**src/cass_pkg.sv**
```systemverilog
// ----------------------------------------------------------------------------
// cass_pkg
// Shared widths, codes and defaults for the automaton state step block.
// ----------------------------------------------------------------------------
package cass_pkg;

    localparam int SLOT_W     = 6;
    localparam int SYM_W      = 8;
    localparam int GOTO_W     = 18;
    localparam int STATE_W    = 20;
    localparam int COUNT_W    = 7;
    localparam int CFG_ADDR_W = 1;
    localparam int CFG_DATA_W = 20;
    localparam int S_TDATA_W  = 32;
    localparam int M_TDATA_W  = 24;

    localparam int MAX_TRANSITIONS_DEF = 64;

    typedef enum logic {
        CMD_LOAD   = 1'b0,
        CMD_LOOKUP = 1'b1
    } cmd_t;

    typedef enum logic [CFG_ADDR_W-1:0] {
        REG_FAILURE_TARGET   = 1'b0,
        REG_TRANSITION_COUNT = 1'b1
    } reg_idx_t;

endpackage

```
**src/cass_ram.sv**
```systemverilog
// ----------------------------------------------------------------------------
// cass_ram
// Generic single-write, single-read RAM with a registered read.
// ----------------------------------------------------------------------------
module cass_ram #(
    parameter  int WIDTH  = 8,
    parameter  int DEPTH  = 64,
    localparam int ADDR_W = (DEPTH > 1) ? $clog2(DEPTH) : 1
) (
    input  logic              aclk,
    input  logic              wr_en,
    input  logic [ADDR_W-1:0] wr_addr,
    input  logic [WIDTH-1:0]  wr_data,
    input  logic [ADDR_W-1:0] rd_addr,
    output logic [WIDTH-1:0]  rd_data
);

    logic [WIDTH-1:0] mem [DEPTH];
    logic [WIDTH-1:0] rd_data_reg;

    always_ff @(posedge aclk) begin
        if (wr_en) begin
            mem[wr_addr] <= wr_data;
        end
        rd_data_reg <= mem[rd_addr];
    end

    assign rd_data = rd_data_reg;

endmodule

```
**src/compressed_automaton_state_step.sv**
```systemverilog
// ----------------------------------------------------------------------------
// compressed_automaton_state_step
// One automaton state: transition entries in a RAM, scanned in order on lookup.
// ----------------------------------------------------------------------------
// channel   dir  handshake        tdata                          tuser
// s_        in   tvalid/tready    slot, symbol, goto target      cmd
// m_        out  tvalid/tready    next state (zero padded)       found
// cfg_      in   cfg_we           failure target or count        -
//
// A load writes its entry on acceptance. A lookup reads k entries, k being
// those up to the first match, at most min(transition_count, MAX_TRANSITIONS);
// the single RAM read port yields one entry per cycle. A zero count answers
// in the cycle after acceptance. Reset is synchronous and clears control
// state; RAM contents stay undefined until loaded. A stalled result holds
// the scan and blocks new items.
// ----------------------------------------------------------------------------
module compressed_automaton_state_step #(
    parameter int MAX_TRANSITIONS = cass_pkg::MAX_TRANSITIONS_DEF
) (
    input  logic                             aclk,
    input  logic                             aresetn,
    input  logic                             s_tvalid,
    output logic                             s_tready,
    input  logic [cass_pkg::S_TDATA_W-1:0]   s_tdata,  // entry_slot, symbol, goto_target
    input  logic                             s_tuser,  // cmd
    output logic                             m_tvalid,
    input  logic                             m_tready,
    output logic [cass_pkg::M_TDATA_W-1:0]   m_tdata,  // next_state, zero pad
    output logic                             m_tuser,  // found
    input  logic                             cfg_we,
    input  logic [cass_pkg::CFG_ADDR_W-1:0]  cfg_addr,
    input  logic [cass_pkg::CFG_DATA_W-1:0]  cfg_wdata
);

    localparam int ADDR_W  = (MAX_TRANSITIONS > 1) ? $clog2(MAX_TRANSITIONS) : 1;
    localparam int CMP_W   = ((ADDR_W > cass_pkg::COUNT_W) ? ADDR_W : cass_pkg::COUNT_W) + 2;
    localparam int ENTRY_W = cass_pkg::SYM_W + cass_pkg::GOTO_W;

    typedef enum logic {
        ST_IDLE,
        ST_SCAN
    } state_t;

    state_t                         state_reg, state_next;
    logic [ADDR_W-1:0]              idx_reg, idx_next;
    logic [CMP_W-1:0]               limit_reg, limit_next;
    logic [cass_pkg::SYM_W-1:0]     sym_reg, sym_next;
    logic                           m_valid_reg, m_valid_next;
    logic                           m_found_reg, m_found_next;
    logic [cass_pkg::STATE_W-1:0]   m_state_reg, m_state_next;
    logic [cass_pkg::STATE_W-1:0]   fail_reg;
    logic [cass_pkg::COUNT_W-1:0]   count_reg;

    logic [cass_pkg::SLOT_W-1:0]    in_slot;
    logic [cass_pkg::SYM_W-1:0]     in_sym;
    logic [cass_pkg::GOTO_W-1:0]    in_goto;
    logic                           s_accept;
    logic                           is_lookup;
    logic                           out_busy;
    logic [CMP_W-1:0]               cnt_ext;
    logic [CMP_W-1:0]               max_ext;
    logic [CMP_W-1:0]               lim_now;
    logic                           slot_ok;

    logic                           ram_we;
    logic [ADDR_W-1:0]              ram_raddr;
    logic [ENTRY_W-1:0]             ram_rdata;
    logic [cass_pkg::SYM_W-1:0]     rd_sym;
    logic [cass_pkg::GOTO_W-1:0]    rd_goto;
    logic [ADDR_W-1:0]              idx_inc;
    logic                           hit;
    logic                           last;
    logic                           done;

    assign in_slot   = s_tdata[cass_pkg::SLOT_W-1:0];
    assign in_sym    = s_tdata[cass_pkg::SLOT_W +: cass_pkg::SYM_W];
    assign in_goto   = s_tdata[cass_pkg::SLOT_W + cass_pkg::SYM_W +: cass_pkg::GOTO_W];
    assign is_lookup = (cass_pkg::cmd_t'(s_tuser) == cass_pkg::CMD_LOOKUP);

    assign out_busy  = m_valid_reg && !m_tready;
    assign s_tready  = (state_reg == ST_IDLE) && !out_busy;
    assign s_accept  = s_tvalid && s_tready;

    assign cnt_ext   = CMP_W'(count_reg);
    assign max_ext   = CMP_W'(MAX_TRANSITIONS);
    assign lim_now   = (cnt_ext > max_ext) ? max_ext : cnt_ext;
    assign slot_ok   = (CMP_W'(in_slot) < max_ext);

    assign ram_we    = s_accept && !is_lookup && slot_ok;
    assign rd_sym    = ram_rdata[cass_pkg::SYM_W-1:0];
    assign rd_goto   = ram_rdata[cass_pkg::SYM_W +: cass_pkg::GOTO_W];
    assign idx_inc   = idx_reg + ADDR_W'(1);
    assign hit       = (rd_sym == sym_reg);
    assign last      = ((CMP_W'(idx_reg) + CMP_W'(1)) == limit_reg);
    assign done      = hit || last;

    always_comb begin
        unique case (state_reg)
            ST_IDLE: ram_raddr = '0;
            ST_SCAN: ram_raddr = (done && out_busy) ? idx_reg : idx_inc;
            default: ram_raddr = '0;
        endcase
    end

    cass_ram #(
        .WIDTH (ENTRY_W),
        .DEPTH (MAX_TRANSITIONS)
    ) u_entry_ram (
        .aclk    (aclk),
        .wr_en   (ram_we),
        .wr_addr (ADDR_W'(in_slot)),
        .wr_data ({in_goto, in_sym}),
        .rd_addr (ram_raddr),
        .rd_data (ram_rdata)
    );

    always_comb begin
        state_next   = state_reg;
        idx_next     = idx_reg;
        limit_next   = limit_reg;
        sym_next     = sym_reg;
        m_valid_next = m_valid_reg && !m_tready;
        m_found_next = m_found_reg;
        m_state_next = m_state_reg;
        unique case (state_reg)
            ST_IDLE: begin
                if (s_accept && is_lookup) begin
                    sym_next   = in_sym;
                    limit_next = lim_now;
                    idx_next   = '0;
                    if (lim_now == '0) begin
                        m_valid_next = 1'b1;
                        m_found_next = 1'b0;
                        m_state_next = fail_reg;
                    end else begin
                        state_next = ST_SCAN;
                    end
                end
            end
            ST_SCAN: begin
                if (done) begin
                    if (!out_busy) begin
                        m_valid_next = 1'b1;
                        m_found_next = hit;
                        m_state_next = hit ? cass_pkg::STATE_W'(rd_goto) : fail_reg;
                        state_next   = ST_IDLE;
                    end
                end else begin
                    idx_next = idx_inc;
                end
            end
            default: state_next = ST_IDLE;
        endcase
    end

    always_ff @(posedge aclk) begin
        if (!aresetn) begin
            state_reg   <= ST_IDLE;
            m_valid_reg <= 1'b0;
            fail_reg    <= '0;
            count_reg   <= '0;
            idx_reg     <= '0;
            limit_reg   <= '0;
        end else begin
            state_reg   <= state_next;
            m_valid_reg <= m_valid_next;
            idx_reg     <= idx_next;
            limit_reg   <= limit_next;
            if (cfg_we) begin
                unique case (cass_pkg::reg_idx_t'(cfg_addr))
                    cass_pkg::REG_FAILURE_TARGET:
                        fail_reg <= cfg_wdata[cass_pkg::STATE_W-1:0];
                    cass_pkg::REG_TRANSITION_COUNT:
                        count_reg <= cfg_wdata[cass_pkg::COUNT_W-1:0];
                    default: ;
                endcase
            end
        end
        sym_reg     <= sym_next;
        m_found_reg <= m_found_next;
        m_state_reg <= m_state_next;
    end

    assign m_tvalid = m_valid_reg;
    assign m_tuser  = m_found_reg;
    assign m_tdata  = cass_pkg::M_TDATA_W'(m_state_reg);

    a_ready_only_idle: assert property (@(posedge aclk) disable iff (!aresetn)
        s_tready |-> state_reg == ST_IDLE)
        else $error("item taken outside idle");

    a_scan_in_range: assert property (@(posedge aclk) disable iff (!aresetn)
        state_reg == ST_SCAN |-> CMP_W'(idx_reg) < limit_reg)
        else $error("scan index beyond limit");

    a_zero_limit_fails: assert property (@(posedge aclk) disable iff (!aresetn)
        (s_accept && is_lookup && lim_now == '0) |=> m_valid_reg && !m_found_reg)
        else $error("empty lookup did not fail at once");

    a_fail_carries_target: assert property (@(posedge aclk) disable iff (!aresetn)
        (m_valid_reg && !m_found_reg) |-> m_state_reg == fail_reg)
        else $error("failure result without failure target");

endmodule
```
**config.mk**
```make
export PLATFORM = sky130hd
export DESIGN_NAME = compressed_automaton_state_step
export DESIGN_NICKNAME = d
export VERILOG_FILES = /design/src/cass_pkg.sv /design/src/cass_ram.sv /design/src/compressed_automaton_state_step.sv
export SDC_FILE = /design/constraint.sdc
export NUM_CORES = 2
export LEC_CHECK = 0
export ABC_CLOCK_PERIOD_IN_PS = 4100
export BUFFER_PORTS_ARGS = -buffer_cell sky130_fd_sc_hd__buf_4
export CAP_MARGIN = 20
export CORE_ASPECT_RATIO = 0.75
export CORE_MARGIN = 8
export CORE_UTILIZATION = 53
export DETAILED_ROUTE_END_ITERATION = 10
export PLACE_DENSITY = 0.71
export SLEW_MARGIN = 20
export SYNTH_ARGS = -nofsm -noshare
export SYNTH_HDL_FRONTEND = slang
export SYNTH_HIERARCHICAL = 1
export SYNTH_SLANG_ARGS = --single-unit
```
**constraint.sdc**
```tcl
create_clock -name aclk -period 4.1 [get_ports aclk]
set_input_delay 0.41 -clock aclk [delete_from_list [all_inputs] [get_ports aclk]]
set_output_delay 0.41 -clock aclk [all_outputs]
set_load 0.05 [all_outputs]
```
==> results.md <==
- Number of enable flip-flop cells after synthesis: between 1500 and 2000
- CTS Sinks: approximately 1800
- Max_cap viols: 0
- Worst rel slew slack: 40.7%
- Worst IR Drop VDD: 482 uV
- Final HPWL from detailed placement: 99600 um
- Final hold viol count: 0
- Post-synthesis cell type count: 52
- Worst R2R Start: limit_reg[5]
- Area after DPL: 73000 um2
- DR vias: around 35000
- Fill cells: 8124
- Total grt overflow: 0
- Starting Density: 53.3%
- Max reg flops: 1664
- DRT iter0 DRCs: roughly 4300
- DRC viols: 0
- Seq/Total Area, Yosys: 77.4%
- WL/cell: about 32 um
- Ys Warns: 6
- CTS root buffer: clkbuf_16
- Power density over cell area: around 460 nW/um2
- Min-delay src: aresetn
- Flops & latches, synth: 1761
- Top FF cell, synth: edfxtp_1
- Failing checks: setup timing
- DRT Pass-1 Iters: 5
- Setup crit end kind: flop
- CTS tree: yes
- Most common cell in the synthesized netlist: edfxtp_1
- Worst min-delay path endpoint: fail_reg[16]
- Pwr Total: 36.4 mW
- Static Leak: approximately 25 nW
- Setup crit start kind: flop
- CP required: 4.74 ns
- Cells after Synth: 3161
- RSZ-0062 raised after global routing: yes
- R2R Path End: u_entry_ram/rd_data[25]
- Setup Viol. Count Final: 10
- Fmax: 0.241 GHz
- DRT antenna net count: 0
- IO buf count: 81
- Util after Layout: 63.2%
- Area share of the largest cell type after synthesis: 75.3%
- Hold Path Class: input port to flop
- FFs w/ async S/R, synth: 0%
- Netlist Area Pre-Place: slightly below 70000 um2
- Largest net degree at the start of global routing: 66
- Smallest setup slack after layout: -0.0519 ns
- Hold depth: 2
- Worst Setup Slack post-DPL: -0.880 ns
- Die Area: roughly 140000 um2
- First-pass GRT wire length: 247000 um
- Number of CTS-inserted buffers: 154
- Vias per cell: 6.39
- Final Skew: 0.0279 ns
- Ratio of cells with drive above 1 in the final layout: 33.1%
- Die height: between 300 and 400 um
- Die X: 428 um
- Fin. max-slew vios: 0
- FF+latch area: 52200 um2
- Core area: between 100000 and 150000 um2
- Design area: 80000 um2
- Setup CP Type: flop to flop
- Clk_lat worst skew: 0.77 ns
- Initial antenna violation count: 14
- Row count: 113
- Area of the multi-input gates: around 15000 um2
- Measured slew at the worst slew-check pin: 0.889 ns
- CTS clock-pin slew for the worst setup and hold paths: 0.07 ns
- Top Ports: 86
- Setup slack, reg-to-reg: -0.05 ns
- Total GRT Usage: 24.4%
- Max FO, Critical Path: 7
- Period utilization: 101%
- R2R depth: 14
- Setup TNS: -0.260 ns
- Mean Syn Cell Area: between 20 and 25 um2
- Max Buffers Root-to-Sink: 3
- Clock H-tree levels: 4
- Vias in the first global route: 35300
- Largest area contributor in the netlist: edfxtp_1
- Synth-to-Final Area Change: 18.5%
- WP data arrival: about 4.8 ns
- Ranking of synthesized cells by area: edfxtp_1 75%, mux4_2 12%, mux2i_1 3.4%, dfxtp_1 2.0%, a22oi_1 0.97%
- Final weighted congestion in routability-driven placement: 0.840
- DRT Wirelength: 174000 um
- Commonest cells in the netlist: 1693 x edfxtp_1, 362 x mux4_2, 232 x mux2i_1
- Outcome: finished with violations
- Crit path time final: 4.15 ns
- Nets: 3701
[final cells by class]
class,count,share of cell area (%)
flip-flops and latches,1761,65.3
multi-input cells,1213,18.9
repair buffers,508,6.74
clock buffers,190,5.25
well taps,1667,2.61
clock inverters,96,1.24
diodes,7,0.0219
inverters,3,0.0141
[power by group]
| part | switching (mW) | total [mW] | internal [mW] |
|---|---|---|---|
| registers | 0.0399 | 19.8 | 19.8 |
| logic | 0.981 | 1.72 | 0.738 |
| clock network | 6.40 | 14.9 | 8.50 |
[timing repair]
action	in CTS	in global routing
cloned	8	10
endpoints found under the hold margin	27	0
endpoints found under the setup margin	26	26
hold buffers	23	0
resized for setup	80	84
buffers inserted	7	37
pin swaps	9	18
[critical path, stage by stage, from the launching register on]
cell and delay [ns]:
dfxtp_2 0.37, xor2_2 0.18, mux2_4 0.32, o32a_4 0.38, o41ai_4 0.33, nand3_2 0.15, a21oi_4 0.26, buf_12 0.22
buf_4 0.14, buf_12 0.12, mux4_2 0.49, mux4_2 0.63, o22ai_2 0.23, buf_4 0.15, a211oi_1 0.04
[layout by cell type, fill, tap and decap left out, types with 8 or more instances in the layout]
master / Yosys / routed
mux4_2: 362 / 362
buf_6: 11 / 26
a31oi_1: 44 / 40
mux2_2: 18 / 18
a21oi_1: 11 / 9
o22ai_1: 61 / 42
and3_1: 17 / 10
clkinv_2: 0 / 31
nand2b_1: 12 / 12
bufinv_16: 0 / 19
nor2_2: 0 / 50
nand2_1: 73 / 73
o22ai_2: 0 / 16
buf_12: 0 / 67
dfxtp_1: 68 / 62
clkbuf_16: 0 / 171
a22oi_1: 87 / 87
xor2_1: 11 / 10
mux2i_1: 232 / 221
nor2_4: 0 / 16
buf_16: 0 / 16
nor2b_1: 15 / 13
mux2i_2: 0 / 8
clkbuf_1: 80 / 23
a21boi_0: 31 / 31
clkinv_1: 0 / 30
a211oi_1: 10 / 10
a21o_1: 18 / 18
o21ai_0: 34 / 27
o31ai_4: 0 / 9
nand3_1: 20 / 16
dlygate4sd3_1: 0 / 23
buf_4: 23 / 358
edfxtp_1: 1693 / 1693
nor2_1: 89 / 23
[layer usage]
metal	wire (um)	track usage, %	vias up
li1	-	-	14200
met1	66800	32.9	18300
met2	80900	37.7	1984
met3	20100	7.72	323
met4	5790	8.67	4
met5	26	0	-
[worst max path at each step]
stage	from	end	cells after the start
after floorplan	idx_reg[5]	u_entry_ram/rd_data[0]	13
after global placement	limit_reg[5]	u_entry_ram/rd_data[19]	16
after detailed placement	limit_reg[5]	u_entry_ram/rd_data[19]	16
after CTS	idx_reg[0]	u_entry_ram/rd_data[19]	18
after global routing	limit_reg[5]	u_entry_ram/rd_data[25]	14
final	limit_reg[5]	u_entry_ram/rd_data[25]	14
[through the flow]
step | hold WS, ns | cells
after floorplan | 0.439 | 3164
after global placement | 0.450 | 5070
after detailed placement | 0.455 | 5071
after CTS | 0.0443 | 5395
after global routing | 0.0890 | 5438
final | 0.0978 | 5445
[cells by family (layout without fill, tap and decap cells)]
kind of cell / count (synthesis) / in the layout / synth area share, %
compound gates: 324 / 324 / 3.34
xor+xnor: 13 / 13 / 0.169
fa+ha+maj: 1 / 1 / 0.0185
buf+inv: 190 / 797 / 1.49
flops: 1761 / 1761 / 77.4
mux: 613 / 613 / 15.8
other cells: 1 / 11 / 0.00556
simple gates: 258 / 258 / 1.78
No activity file was read; power rests on OpenSTA's default activity.
